## src/hw/rtl/sha1_byte_stream_hasher_macros.svh

```systemverilog
// Assertion macros for the SHA-1 byte stream hasher.
// Included by the top level only; no other dependencies.
`ifndef SHA1_BYTE_STREAM_HASHER_MACROS_SVH
`define SHA1_BYTE_STREAM_HASHER_MACROS_SVH

// Same-cycle implication, sampled on the rising clock, off during reset.
`define SBH_ASSERT_IMP(lbl, clk, rst_n, ante, cons, msg) \
  lbl: assert property (@(posedge clk) disable iff (!rst_n) (ante) |-> (cons)) \
    else $error(msg);

// Next-cycle implication, sampled on the rising clock, off during reset.
`define SBH_ASSERT_NXT(lbl, clk, rst_n, ante, cons, msg) \
  lbl: assert property (@(posedge clk) disable iff (!rst_n) (ante) |=> (cons)) \
    else $error(msg);

`endif

```

## src/hw/rtl/sbh_pkg.sv

```systemverilog
// Types and constants of the SHA-1 byte stream hasher.
// No dependencies; imported by sha1_byte_stream_hasher.
`default_nettype none

package sbh_pkg;

  // Input actions
  typedef enum logic [1:0] {
    ACT_ABSORB = 2'd0,
    ACT_FINISH = 2'd1,
    ACT_START  = 2'd2,
    ACT_NOP    = 2'd3
  } action_e;

  // Result status codes
  typedef enum logic [1:0] {
    STAT_ACCEPT = 2'd0,
    STAT_REJECT = 2'd1,
    STAT_DIGEST = 2'd2
  } status_e;

  // Sequencer states
  typedef enum logic [3:0] {
    ST_IDLE   = 4'b0001,
    ST_PAD    = 4'b0010,
    ST_ROUND  = 4'b0100,
    ST_UPDATE = 4'b1000
  } state_e;

  // Padding phases
  typedef enum logic [3:0] {
    PH_MARK = 4'b0001,
    PH_ZERO = 4'b0010,
    PH_LEN  = 4'b0100,
    PH_DONE = 4'b1000
  } phase_e;

  typedef logic [31:0] word_t;

  localparam word_t H_INIT [5] = '{
    32'h67452301, 32'hEFCDAB89, 32'h98BADCFE, 32'h10325476, 32'hC3D2E1F0
  };

  localparam word_t K_ROUND [4] = '{
    32'h5A827999, 32'h6ED9EBA1, 32'h8F1BBCDC, 32'hCA62C1D6
  };

  localparam logic [7:0] PAD_MARK   = 8'h80;
  localparam logic [5:0] SLOT_LAST  = 6'd63;
  localparam logic [5:0] SLOT_LEN   = 6'd56;
  localparam logic [6:0] ROUND_LAST = 7'd79;

endpackage

`default_nettype wire

```

## src/hw/rtl/sha1_byte_stream_hasher.sv

```systemverilog
// SHA-1 hasher fed one message byte per item.
// Depends on sbh_pkg and sha1_byte_stream_hasher_macros.svh.
//
// Usage:
//   Input channel (in_valid_i/in_ready_o) carries action_i and byte_value_i:
//   absorb a byte, finish and return the digest, or start a new message.
//   Output channel (out_valid_o/out_ready_i) returns exactly one item per
//   input item: status_o and the five digest words (zero unless status is
//   the digest code).
//   Sequencing: absorb, start and a repeated finish put their result in the
//   output register at the accepting edge, visible the next cycle. An
//   absorb that fills the 64-byte block then runs the compression: 80
//   rounds on one shared round unit, then one update step; no new item is
//   taken until it is done. A first finish generates the padding bytes
//   (marker, zeros, then the 64-bit length) with one or two compressions
//   and loads the digest into the output register at the last update.
//   The next item is accepted only from idle, while the output register
//   is empty or being emptied in the same cycle; a stalled receiver holds
//   the result and blocks new items.
//   Reset: chaining words to the SHA-1 initial values, bit count and
//   finished flag cleared, output register empty. No clearing pass.
`default_nettype none
`include "sha1_byte_stream_hasher_macros.svh"

module sha1_byte_stream_hasher
  import sbh_pkg::*;
(
  input  wire logic        clk_i,
  input  wire logic        rst_ni,
  input  wire logic        in_valid_i,
  output logic             in_ready_o,
  input  wire logic [1:0]  action_i,
  input  wire logic [7:0]  byte_value_i,
  output logic             out_valid_o,
  input  wire logic        out_ready_i,
  output logic [1:0]       status_o,
  output logic [31:0]      digest_word_0_o,
  output logic [31:0]      digest_word_1_o,
  output logic [31:0]      digest_word_2_o,
  output logic [31:0]      digest_word_3_o,
  output logic [31:0]      digest_word_4_o
);

  // Control state
  state_e      state_q, state_d;
  phase_e      phase_q, phase_d;
  logic [6:0]  round_q, round_d;
  logic [2:0]  lcnt_q, lcnt_d;
  logic [63:0] bitlen_q, bitlen_d;
  logic        finished_q, finished_d;
  logic        pad_busy_q, pad_busy_d;
  logic        out_valid_q, out_valid_d;
  status_e     status_q, status_d;
  word_t       h_q [5];
  word_t       h_d [5];

  // Payload state
  logic [511:0] blk_q, blk_d;     // block buffer, also the schedule window
  logic [63:0]  msg_q, msg_d;     // message length for the trailer
  word_t        a_q, b_q, c_q, d_q, e_q;
  word_t        a_d, b_d, c_d, d_d, e_d;
  word_t        dig_q [5];
  word_t        dig_d [5];

  // Datapath helpers
  logic        accept;
  logic [5:0]  slot;
  logic        take_en;
  logic [7:0]  take_byte;
  logic        out_load;
  logic        load_digest;
  status_e     load_status;
  word_t       f_val, k_val, t_val, w_new;

  assign accept = in_valid_i & in_ready_o;
  assign slot   = bitlen_q[8:3];

  // Round function and constant for the current round
  always_comb begin
    if (round_q < 7'd20) begin
      f_val = (b_q & c_q) | (~b_q & d_q);
      k_val = K_ROUND[0];
    end else if (round_q < 7'd40) begin
      f_val = b_q ^ c_q ^ d_q;
      k_val = K_ROUND[1];
    end else if (round_q < 7'd60) begin
      f_val = (b_q & c_q) | (b_q & d_q) | (c_q & d_q);
      k_val = K_ROUND[2];
    end else begin
      f_val = b_q ^ c_q ^ d_q;
      k_val = K_ROUND[3];
    end
  end

  // Shared round adder and schedule expansion (taps at words 0, 2, 8, 13)
  always_comb begin
    word_t x;
    x     = blk_q[511:480] ^ blk_q[447:416] ^ blk_q[255:224] ^ blk_q[95:64];
    w_new = {x[30:0], x[31]};
    t_val = {a_q[26:0], a_q[31:27]} + f_val + e_q + k_val + blk_q[511:480];
  end

  // Sequencer
  always_comb begin
    state_d     = state_q;
    phase_d     = phase_q;
    round_d     = round_q;
    lcnt_d      = lcnt_q;
    bitlen_d    = bitlen_q;
    finished_d  = finished_q;
    pad_busy_d  = pad_busy_q;
    h_d         = h_q;
    blk_d       = blk_q;
    msg_d       = msg_q;
    a_d         = a_q;
    b_d         = b_q;
    c_d         = c_q;
    d_d         = d_q;
    e_d         = e_q;
    take_en     = 1'b0;
    take_byte   = 8'h00;
    out_load    = 1'b0;
    load_digest = 1'b0;
    load_status = STAT_ACCEPT;

    unique case (state_q)
      ST_IDLE: begin
        if (accept) begin
          case (action_e'(action_i))
            ACT_ABSORB: begin
              out_load = 1'b1;
              if (finished_q) begin
                load_status = STAT_REJECT;
              end else begin
                take_en   = 1'b1;
                take_byte = byte_value_i;
              end
            end
            ACT_FINISH: begin
              if (finished_q) begin
                out_load    = 1'b1;
                load_digest = 1'b1;
                load_status = STAT_DIGEST;
              end else begin
                msg_d      = bitlen_q;
                pad_busy_d = 1'b1;
                phase_d    = PH_MARK;
                lcnt_d     = 3'd0;
                state_d    = ST_PAD;
              end
            end
            ACT_START: begin
              out_load   = 1'b1;
              h_d        = H_INIT;
              bitlen_d   = 64'd0;
              finished_d = 1'b0;
            end
            default: begin
              out_load = 1'b1;
            end
          endcase
        end
      end
      ST_PAD: begin
        unique case (phase_q)
          PH_MARK: begin
            take_en   = 1'b1;
            take_byte = PAD_MARK;
            phase_d   = PH_ZERO;
          end
          PH_ZERO: begin
            if (slot == SLOT_LEN) begin
              phase_d = PH_LEN;
            end else begin
              take_en = 1'b1;
            end
          end
          PH_LEN: begin
            take_en   = 1'b1;
            take_byte = msg_q[63:56];
            msg_d     = {msg_q[55:0], 8'h00};
            lcnt_d    = lcnt_q + 3'd1;
            if (lcnt_q == 3'd7) begin
              phase_d = PH_DONE;
            end
          end
          default: begin
            state_d = ST_IDLE;
          end
        endcase
      end
      ST_ROUND: begin
        e_d     = d_q;
        d_d     = c_q;
        c_d     = {b_q[1:0], b_q[31:2]};
        b_d     = a_q;
        a_d     = t_val;
        blk_d   = {blk_q[479:0], w_new};
        round_d = round_q + 7'd1;
        if (round_q == ROUND_LAST) begin
          state_d = ST_UPDATE;
        end
      end
      ST_UPDATE: begin
        h_d[0] = h_q[0] + a_q;
        h_d[1] = h_q[1] + b_q;
        h_d[2] = h_q[2] + c_q;
        h_d[3] = h_q[3] + d_q;
        h_d[4] = h_q[4] + e_q;
        state_d = ST_IDLE;
        if (pad_busy_q) begin
          if (phase_q == PH_DONE) begin
            finished_d  = 1'b1;
            pad_busy_d  = 1'b0;
            out_load    = 1'b1;
            load_digest = 1'b1;
            load_status = STAT_DIGEST;
          end else begin
            state_d = ST_PAD;
          end
        end
      end
      default: begin
        state_d = ST_IDLE;
      end
    endcase

    // Byte intake: shift into the block, count bits, compress on a full block
    if (take_en) begin
      blk_d    = {blk_q[503:0], take_byte};
      bitlen_d = bitlen_q + 64'd8;
      if (slot == SLOT_LAST) begin
        state_d = ST_ROUND;
        round_d = 7'd0;
        a_d     = h_q[0];
        b_d     = h_q[1];
        c_d     = h_q[2];
        d_d     = h_q[3];
        e_d     = h_q[4];
      end
    end
  end

  // Output register
  always_comb begin
    out_valid_d = out_valid_q & ~out_ready_i;
    status_d    = status_q;
    dig_d       = dig_q;
    if (out_load) begin
      out_valid_d = 1'b1;
      status_d    = load_status;
      for (int i = 0; i < 5; i++) begin
        dig_d[i] = load_digest ? h_d[i] : 32'd0;
      end
    end
  end

  // Control registers
  always_ff @(posedge clk_i or negedge rst_ni) begin
    if (!rst_ni) begin
      state_q     <= ST_IDLE;
      phase_q     <= PH_MARK;
      round_q     <= 7'd0;
      lcnt_q      <= 3'd0;
      bitlen_q    <= 64'd0;
      finished_q  <= 1'b0;
      pad_busy_q  <= 1'b0;
      out_valid_q <= 1'b0;
      status_q    <= STAT_ACCEPT;
      h_q         <= H_INIT;
    end else begin
      state_q     <= state_d;
      phase_q     <= phase_d;
      round_q     <= round_d;
      lcnt_q      <= lcnt_d;
      bitlen_q    <= bitlen_d;
      finished_q  <= finished_d;
      pad_busy_q  <= pad_busy_d;
      out_valid_q <= out_valid_d;
      status_q    <= status_d;
      h_q         <= h_d;
    end
  end

  // Payload registers
  always_ff @(posedge clk_i) begin
    blk_q <= blk_d;
    msg_q <= msg_d;
    a_q   <= a_d;
    b_q   <= b_d;
    c_q   <= c_d;
    d_q   <= d_d;
    e_q   <= e_d;
    dig_q <= dig_d;
  end

  assign in_ready_o      = (state_q == ST_IDLE) & (~out_valid_q | out_ready_i);
  assign out_valid_o     = out_valid_q;
  assign status_o        = status_q;
  assign digest_word_0_o = dig_q[0];
  assign digest_word_1_o = dig_q[1];
  assign digest_word_2_o = dig_q[2];
  assign digest_word_3_o = dig_q[3];
  assign digest_word_4_o = dig_q[4];

  // Checks
  `SBH_ASSERT_IMP(a_compress_on_full, clk_i, rst_ni, (state_q != ST_ROUND) && (state_d == ST_ROUND), slot == SLOT_LAST, "compression started on a partial block")
  `SBH_ASSERT_NXT(a_round_to_update, clk_i, rst_ni, (state_q == ST_ROUND) && (round_q == ROUND_LAST), state_q == ST_UPDATE, "last round not followed by update")
  `SBH_ASSERT_NXT(a_finish_emits, clk_i, rst_ni, (state_q == ST_UPDATE) && pad_busy_q && (phase_q == PH_DONE), out_valid_q && finished_q && (status_q == STAT_DIGEST), "padding done without digest")

endmodule

`default_nettype wire

```

## config.mk

```make
export PLATFORM = sky130hd
export DESIGN_NAME = sha1_byte_stream_hasher
export DESIGN_NICKNAME = d
export VERILOG_FILES = /design/src/hw/rtl/sbh_pkg.sv /design/src/hw/rtl/sha1_byte_stream_hasher.sv
export VERILOG_INCLUDE_DIRS = /design/src /design/src/hw/rtl
export SDC_FILE = /design/constraint.sdc
export NUM_CORES = 2
export LEC_CHECK = 0
export BUFFER_PORTS_ARGS = -buffer_cell sky130_fd_sc_hd__buf_2
export CORE_UTILIZATION = 57
export DETAILED_ROUTE_END_ITERATION = 10
export PLACE_DENSITY = 0.89
export SYNTH_ARGS = -nofsm -noshare
export SYNTH_HDL_FRONTEND = slang
export SYNTH_SLANG_ARGS = --single-unit
```

## constraint.sdc

```tcl
create_clock -name clk_i -period 13.5 [get_ports clk_i]
set_input_delay 0.675 -clock clk_i [delete_from_list [all_inputs] [get_ports clk_i]]
set_output_delay 0.675 -clock clk_i [all_outputs]
set_load 0.01 [all_outputs]
```

==> Yosys cells after proc, flatten, opt, wreduce, memory -nomap -nowiden <==
Cells that the tools add are included.
{ "totals": {"ff_bits": 1143, "inputBits": 14, "out_inout_bits": 164, "wordCells": 197} }
{ "op_classes": {"add_sub_neg": 12, "magnitude_cmp": 3, "eq_ne": 24, "mux": 99, "n_bitwise": 19, "reduce_logical": 14} }
{ "ops": {"columns": ["operator", "count"], "rows": [
  ["512-bit 2-to-1 mux", 2],
  ["32-bit 2-to-1 mux", 20],
  ["64-bit 2-to-1 mux", 8],
  ["160-bit 2-to-1 mux", 2],
  ["160-bit case mux with 2 select lines", 1],
  ["32-bit adder", 9],
  ["32-bit bitwise XOR", 5],
  ["32-bit AND", 4],
  ["64-bit case mux with 2 select lines", 1],
  ["32-bit bitwise OR", 3],
  ["64-bit by 4-bit adder with 64-bit output, second input constant", 1],
  ["4-bit 2-to-1 mux", 12],
  ["32-bit inverter", 1],
  ["8-bit case mux with 2 select lines", 2],
  ["31-bit 2-to-1 mux", 1],
  ["8-bit 2-to-1 mux", 3],
  ["1-bit 2-to-1 mux", 22],
  ["7-bit 2-to-1 mux", 3],
  ["4-bit case mux with 4 select lines", 1],
  ["7-bit by 6-bit less-than comparator with 1-bit output, second input constant", 2],
  ["6-bit == test, second input constant", 2],
  ["2-bit 2-to-1 mux", 6],
  ["3-bit 2-to-1 mux", 4],
  ["1-bit case mux with 2 select lines", 6],
  ["other kinds (30)", 50]
]} }

==> Depth between registers and ports, before layout <==
{ "logic_depth": {"depth_word": 13, "depth_mapped": 23, "ltp_nobuf": 22} }

==> Least setup slack after synthesis <==
Ideal clock, no wire load.
{ "synth_timing": {"path_type": "in2reg", "start": "in out_ready_i", "end": "reg blk_q[0], enable pin", "setup_ps": 3655, "arrival_ps": 10331, "t_required_ps": 9845, "path_slack_ps": -486, "stages": 7, "n_path_buf": 2, "cell_sequence": "or2b_2 -> nand3_4 -> or4_4 -> and2_0 -> clkbuf_1 -> clkbuf_1 -> nand2_1"} }
{ "synth_via": {"elab_chain_cells": 6} }
{ "synth_lines": {"columns": ["element", "line_no", "text"], "rows": [
  ["start, declared", "sha1_byte_stream_hasher.sv:35", "input wire logic out_ready_i,"],
  ["1-bit bitwise OR", "sha1_byte_stream_hasher.sv:297", "assign in_ready_o = (state_q == ST_IDLE) & (~out_valid_q | out_ready_i);"],
  ["1-bit AND", "sha1_byte_stream_hasher.sv:297", null],
  ["1-bit AND", "sha1_byte_stream_hasher.sv:75", "assign accept = in_valid_i & in_ready_o;"],
  ["1-bit 2-to-1 mux", "sha1_byte_stream_hasher.sv:128", "if (accept) begin"],
  ["1-bit case mux with 2 select lines", "sha1_byte_stream_hasher.sv:126", "unique case (state_q)"],
  ["2-bit nonzero test (no source line)", null, null],
  ["end signal, assigned", "sha1_byte_stream_hasher.sv:287", "blk_q <= blk_d;"],
  ["end, declared", "sha1_byte_stream_hasher.sv:58", "logic [511:0] blk_q, blk_d;"]
]} }
No other way between the ends.
A chain may end at the register's enable or synchronous reset.

==> Worst setup path after layout <==
{ "layout_timing": {"start": "reg round_q[3]", "end": "reg a_q[27]"} }
{ "layout_via": {"elab_chain_cells": 11, "elab_cells_between_ends": 16, "cone_classes": "4 x add/sub; 3 x order compare; 9 x mux"} }
{ "layout_lines": {"columns": ["element", "line_no", "text"], "rows": [
  ["start, declared", "sha1_byte_stream_hasher.sv:47", "logic [6:0] round_q, round_d;"],
  ["start signal, assigned", "sha1_byte_stream_hasher.sv:274", "round_q <= round_d;"],
  ["7-bit by 6-bit less-than comparator with 1-bit output", "sha1_byte_stream_hasher.sv:86", "end else if (round_q < 7'd60) begin"],
  ["32-bit 2-to-1 mux", "sha1_byte_stream_hasher.sv:86", null],
  ["32-bit 2-to-1 mux", "sha1_byte_stream_hasher.sv:83", "end else if (round_q < 7'd40) begin"],
  ["32-bit 2-to-1 mux", "sha1_byte_stream_hasher.sv:80", "if (round_q < 7'd20) begin"],
  ["32-bit adder (2 in series)", "sha1_byte_stream_hasher.sv:100", "t_val = {a_q[26:0], a_q[31:27]} + f_val + e_q + k_val + blk_q[511:480];"],
  ["32-bit adder (*) (2 in series)", "sha1_byte_stream_hasher.sv:100", null],
  ["32-bit 2-to-1 mux (*)", "sha1_byte_stream_hasher.sv:126", null],
  ["32-bit 2-to-1 mux", "sha1_byte_stream_hasher.sv:232", "if (slot == SLOT_LAST) begin"],
  ["32-bit 2-to-1 mux (*)", "sha1_byte_stream_hasher.sv:229", "if (take_en) begin"],
  ["via a_d[27]", "sha1_byte_stream_hasher.sv:61", "word_t a_d, b_d, c_d, d_d, e_d;"],
  ["end signal, assigned", "sha1_byte_stream_hasher.sv:289", "a_q <= a_d;"],
  ["end, declared", "sha1_byte_stream_hasher.sv:60", "word_t a_q, b_q, c_q, d_q, e_q;"]
]} }
Mark *: on every way through the listed nets, which the timed path passes. The rest lies on a longest branch.

==> run summary <==
hold crit path type - primary input to async pin
Initial Util - 57.6%
Pleak - 28.7 nW
Max Slew Vio Count - 0
syn_nets - 6785
Synth Area in Compound Gates - 11.1%
DR WL/cell - 20.2 um
Final Power - 0.00774 W
drt pass-1 iters - 10
number of CTS-inserted buffers - 114
DPL Wire Length - 109000 um
layout cells sized above 1 - 8.35%
worst vdd ir - 0.105 mV
top cells by count, synth - nand2_1, edfxtp_1, nor2_1
worst-path fanout max - 21
Slew HR - 15.0%
area growth from synthesis to layout - 9.23%
Primary FF master, synth - edfxtp_1
Max Fclk - 0.157 GHz
largest cells by area after synthesis - edfxtp_1, nand2_1, dfrtp_1
reg2reg start - round_q[3]
Synth cell types - 95
DRC Markers - 46
Post-synth EDFFs - 733
status - finished with violations
reg2reg end - a_q[27]
post-synthesis simple-gate area fraction - 20.9%
register area share after synthesis - 51.7%
Crit Path Category - flip-flop to flip-flop
largest net degree at the start of global routing - 278
post-synthesis adder-cell area fraction - 8.19%
Post-Route Skew - 0.0318 ns
FF-to-FF setup slack - 7.13 ns
die height - 329 um
DR vias - 48200
Async S/R FF share, synth - 21.5%
grt ovf - 0
Yosys top cell by area - edfxtp_1
Filler cells - 7995
floorplan core area - 106000 sq um
CTS Buffer Depth - 3
vias in the first global route - 45700
Chip Width - 329 um
clk slew on worst S/H paths - 0.06 ns
remaining antenna violation count - 0
Setup Fix Bufs, Post-CTS - 0
H-tree depth - 3
area of the die - 108000 sq um
Worst EP required - 14.10 ns
gr usage total - 29.5%
Cells after Synth - 6448
failing checks - design-rule violations
final hold viol count - 0
first-pass GRT wire length - 252000 um
Setup-failing EPs final - 0
Resize count post-CTS - 0
final setup TNS - 0 ns
Detailed Route Iter0 Violations - 6064
I/O pins - 178
Post-Layout Cell Count - 7963
DP Cell Count - 7747
CTS Hold Bufs - 0
Final period util - 47.2%
Period minus WS final - 6.37 ns
Power Density - 116 nW/um^2
main combinational cell family by area after synthesis - simple AND/OR/NAND/NOR gates
Final Wtd Congestion - 0.988
Ys Warns - 0
post-synthesis mux area share - 1.36%
Worst setup SP type - flip-flop
CP endpoint kind - flip-flop
Synth top area share - 36.2%
Post-layout nets - 6810
Mapped Avg Cell Area - 9.43 sq um
CTS tree - done
xor/xnor share of the synthesized area - 3.28%
Vias/cell - 6.06
R2R depth - 23
WP data arrival - 6.97 ns
Clk Latency, worst-skew pair - 0.74 ns
most common cell in the netlist - nand2_1
crit path launch - round_q[3]
Post-Synthesis Cell Area - 60800 sq um
Slew @ Worst Pin - 1.26 ns
RSZ-0062 raised after global routing - false
worst setup path end - a_q[27]
row count - 119
CTS Sinks - 1137
initial antenna violation count - 2
#FFs+latches synth - 1137
DRT Wirelength - 161000 um
# port buffers - 177
Max-Cap Viols - 0
CTS Root Cell - clkbuf_16
metal layers:
| metal | global-route usage (%) | wire length, um |
|---|---|---|
| met1 | 39.5 | 63800 |
| met2 | 47.1 | 75200 |
| met3 | 4.12 | 13600 |
| met4 | 14.9 | 8620 |
| met5 | 0 | 12 |
worst min-delay path by stage:
| stage | endpoint | slack (ns) | startpoint | cells past startpoint |
|---|---|---|---|---|
| after floorplan | bitlen_q[10] | 0.38 | rst_ni | 0 |
| after global placement | lcnt_q[0] | 0.46 | lcnt_q[0] | 1 |
| after detailed placement | lcnt_q[0] | 0.49 | lcnt_q[0] | 1 |
| after CTS | h_q[93] | 0.07 | rst_ni | 1 |
| after global routing | h_q[90] | 0.12 | rst_ni | 1 |
| final | h_q[90] | 0.06 | rst_ni | 1 |
worst max-delay path, cell delays in order (launching register included):
cell	delay, ns
dfrtp_1	0.44
and2_1	0.23
a31oi_1	0.17
buf_4	0.20
inv_1	0.14
nor2_1	0.18
nor2_1	0.08
buf_4	0.23
a221oi_1	0.41
fa_1	0.53
fa_1	0.54
inv_1	0.05
ha_1	0.22
inv_1	0.07
fa_1	0.18
nor2b_1	0.07
o31a_1	0.31
o211ai_1	0.29
a31oi_1	0.21
o31ai_1	0.64
o21ai_0	0.39
a311o_1	0.44
a22oi_1	0.13
o21ai_0	0.09
flip-flops by register name (all words and copies together), names as in the netlist, 61 cells and up:
name	cells
blk_q	512
h_q	160
bitlen_q	61
msg_q	61
layout make-up:
| type | count | area (sq um) | share of cell area, % |
|---|---|---|---|
| Sequential cell | 1137 | 31400 | 47.3 |
| Multi-Input combinational cell | 4758 | 27400 | 41.2 |
| Clock inverter | 71 | 697 | 1.05 |
| Inverter | 239 | 897 | 1.35 |
| Clock buffer | 143 | 3020 | 4.55 |
| Timing Repair Buffer | 223 | 1270 | 1.92 |
| Antenna cell | 1 | 2.50 | 0.00377 |
| Tap cell | 1391 | 1740 | 2.62 |
report_power, final:
group          internal [W]  switching (W)
sequential          0.00389      0.0000779
clock               0.00176        0.00144
combinational      0.000179       0.000394
through the flow:
| step | util, % | hold slack (ns) | cell area [sq um] | setup slack (ns) |
|---|---|---|---|---|
| detailed placement | 59.4 | 0.486 | 62700 | 7.23 |
| global placement | 59.4 | 0.464 | 62700 | 7.33 |
| finish | 62.9 | 0.0603 | 66400 | 7.13 |
| global route | 62.9 | 0.121 | 66400 | 6.87 |
| CTS | 62.9 | 0.0717 | 66400 | 7.20 |
| floorplan | - | 0.379 | 60800 | 0.177 |
placed cells by master, fill, tap and decap left out, types with 19 or more instances in the layout:
| cell type | netlist | routed |
|---|---|---|
| dfstp_2 | 82 | 82 |
| mux2i_1 | 70 | 70 |
| edfxtp_1 | 733 | 733 |
| a21oi_1 | 250 | 250 |
| nand4_1 | 38 | 38 |
| fa_1 | 125 | 125 |
| a31oi_1 | 179 | 179 |
| nor3_1 | 46 | 45 |
| nor2b_1 | 19 | 19 |
| and3_1 | 46 | 46 |
| nand2_1 | 2185 | 2182 |
| xnor2_1 | 176 | 176 |
| and2_1 | 102 | 101 |
| clkbuf_1 | 269 | 24 |
| a211oi_1 | 42 | 42 |
| o211ai_1 | 45 | 45 |
| nor2_1 | 342 | 340 |
| ha_1 | 198 | 198 |
| clkbuf_16 | 0 | 114 |
| nand2b_1 | 25 | 25 |
| xor2_1 | 52 | 52 |
| nand3_1 | 145 | 144 |
| a21o_1 | 80 | 80 |
| o21bai_1 | 19 | 19 |
| o21ai_0 | 258 | 257 |
| o31ai_1 | 29 | 29 |
| dfxtp_1 | 160 | 160 |
| o21a_1 | 22 | 22 |
| or3_1 | 21 | 21 |
| dfrtp_1 | 162 | 162 |
| clkinv_2 | 0 | 28 |
| o22ai_1 | 19 | 19 |
| buf_4 | 0 | 42 |
| inv_1 | 238 | 237 |
| buf_2 | 28 | 176 |
kinds of logic after synthesis:
logic type      after synthesis
simple gates               3053
flops                      1137
compound gates             1073
buf+inv                     553
mux                          81
xor+xnor                    228
fa+ha+maj                   323
No activity file was read; power rests on OpenSTA's default activity.
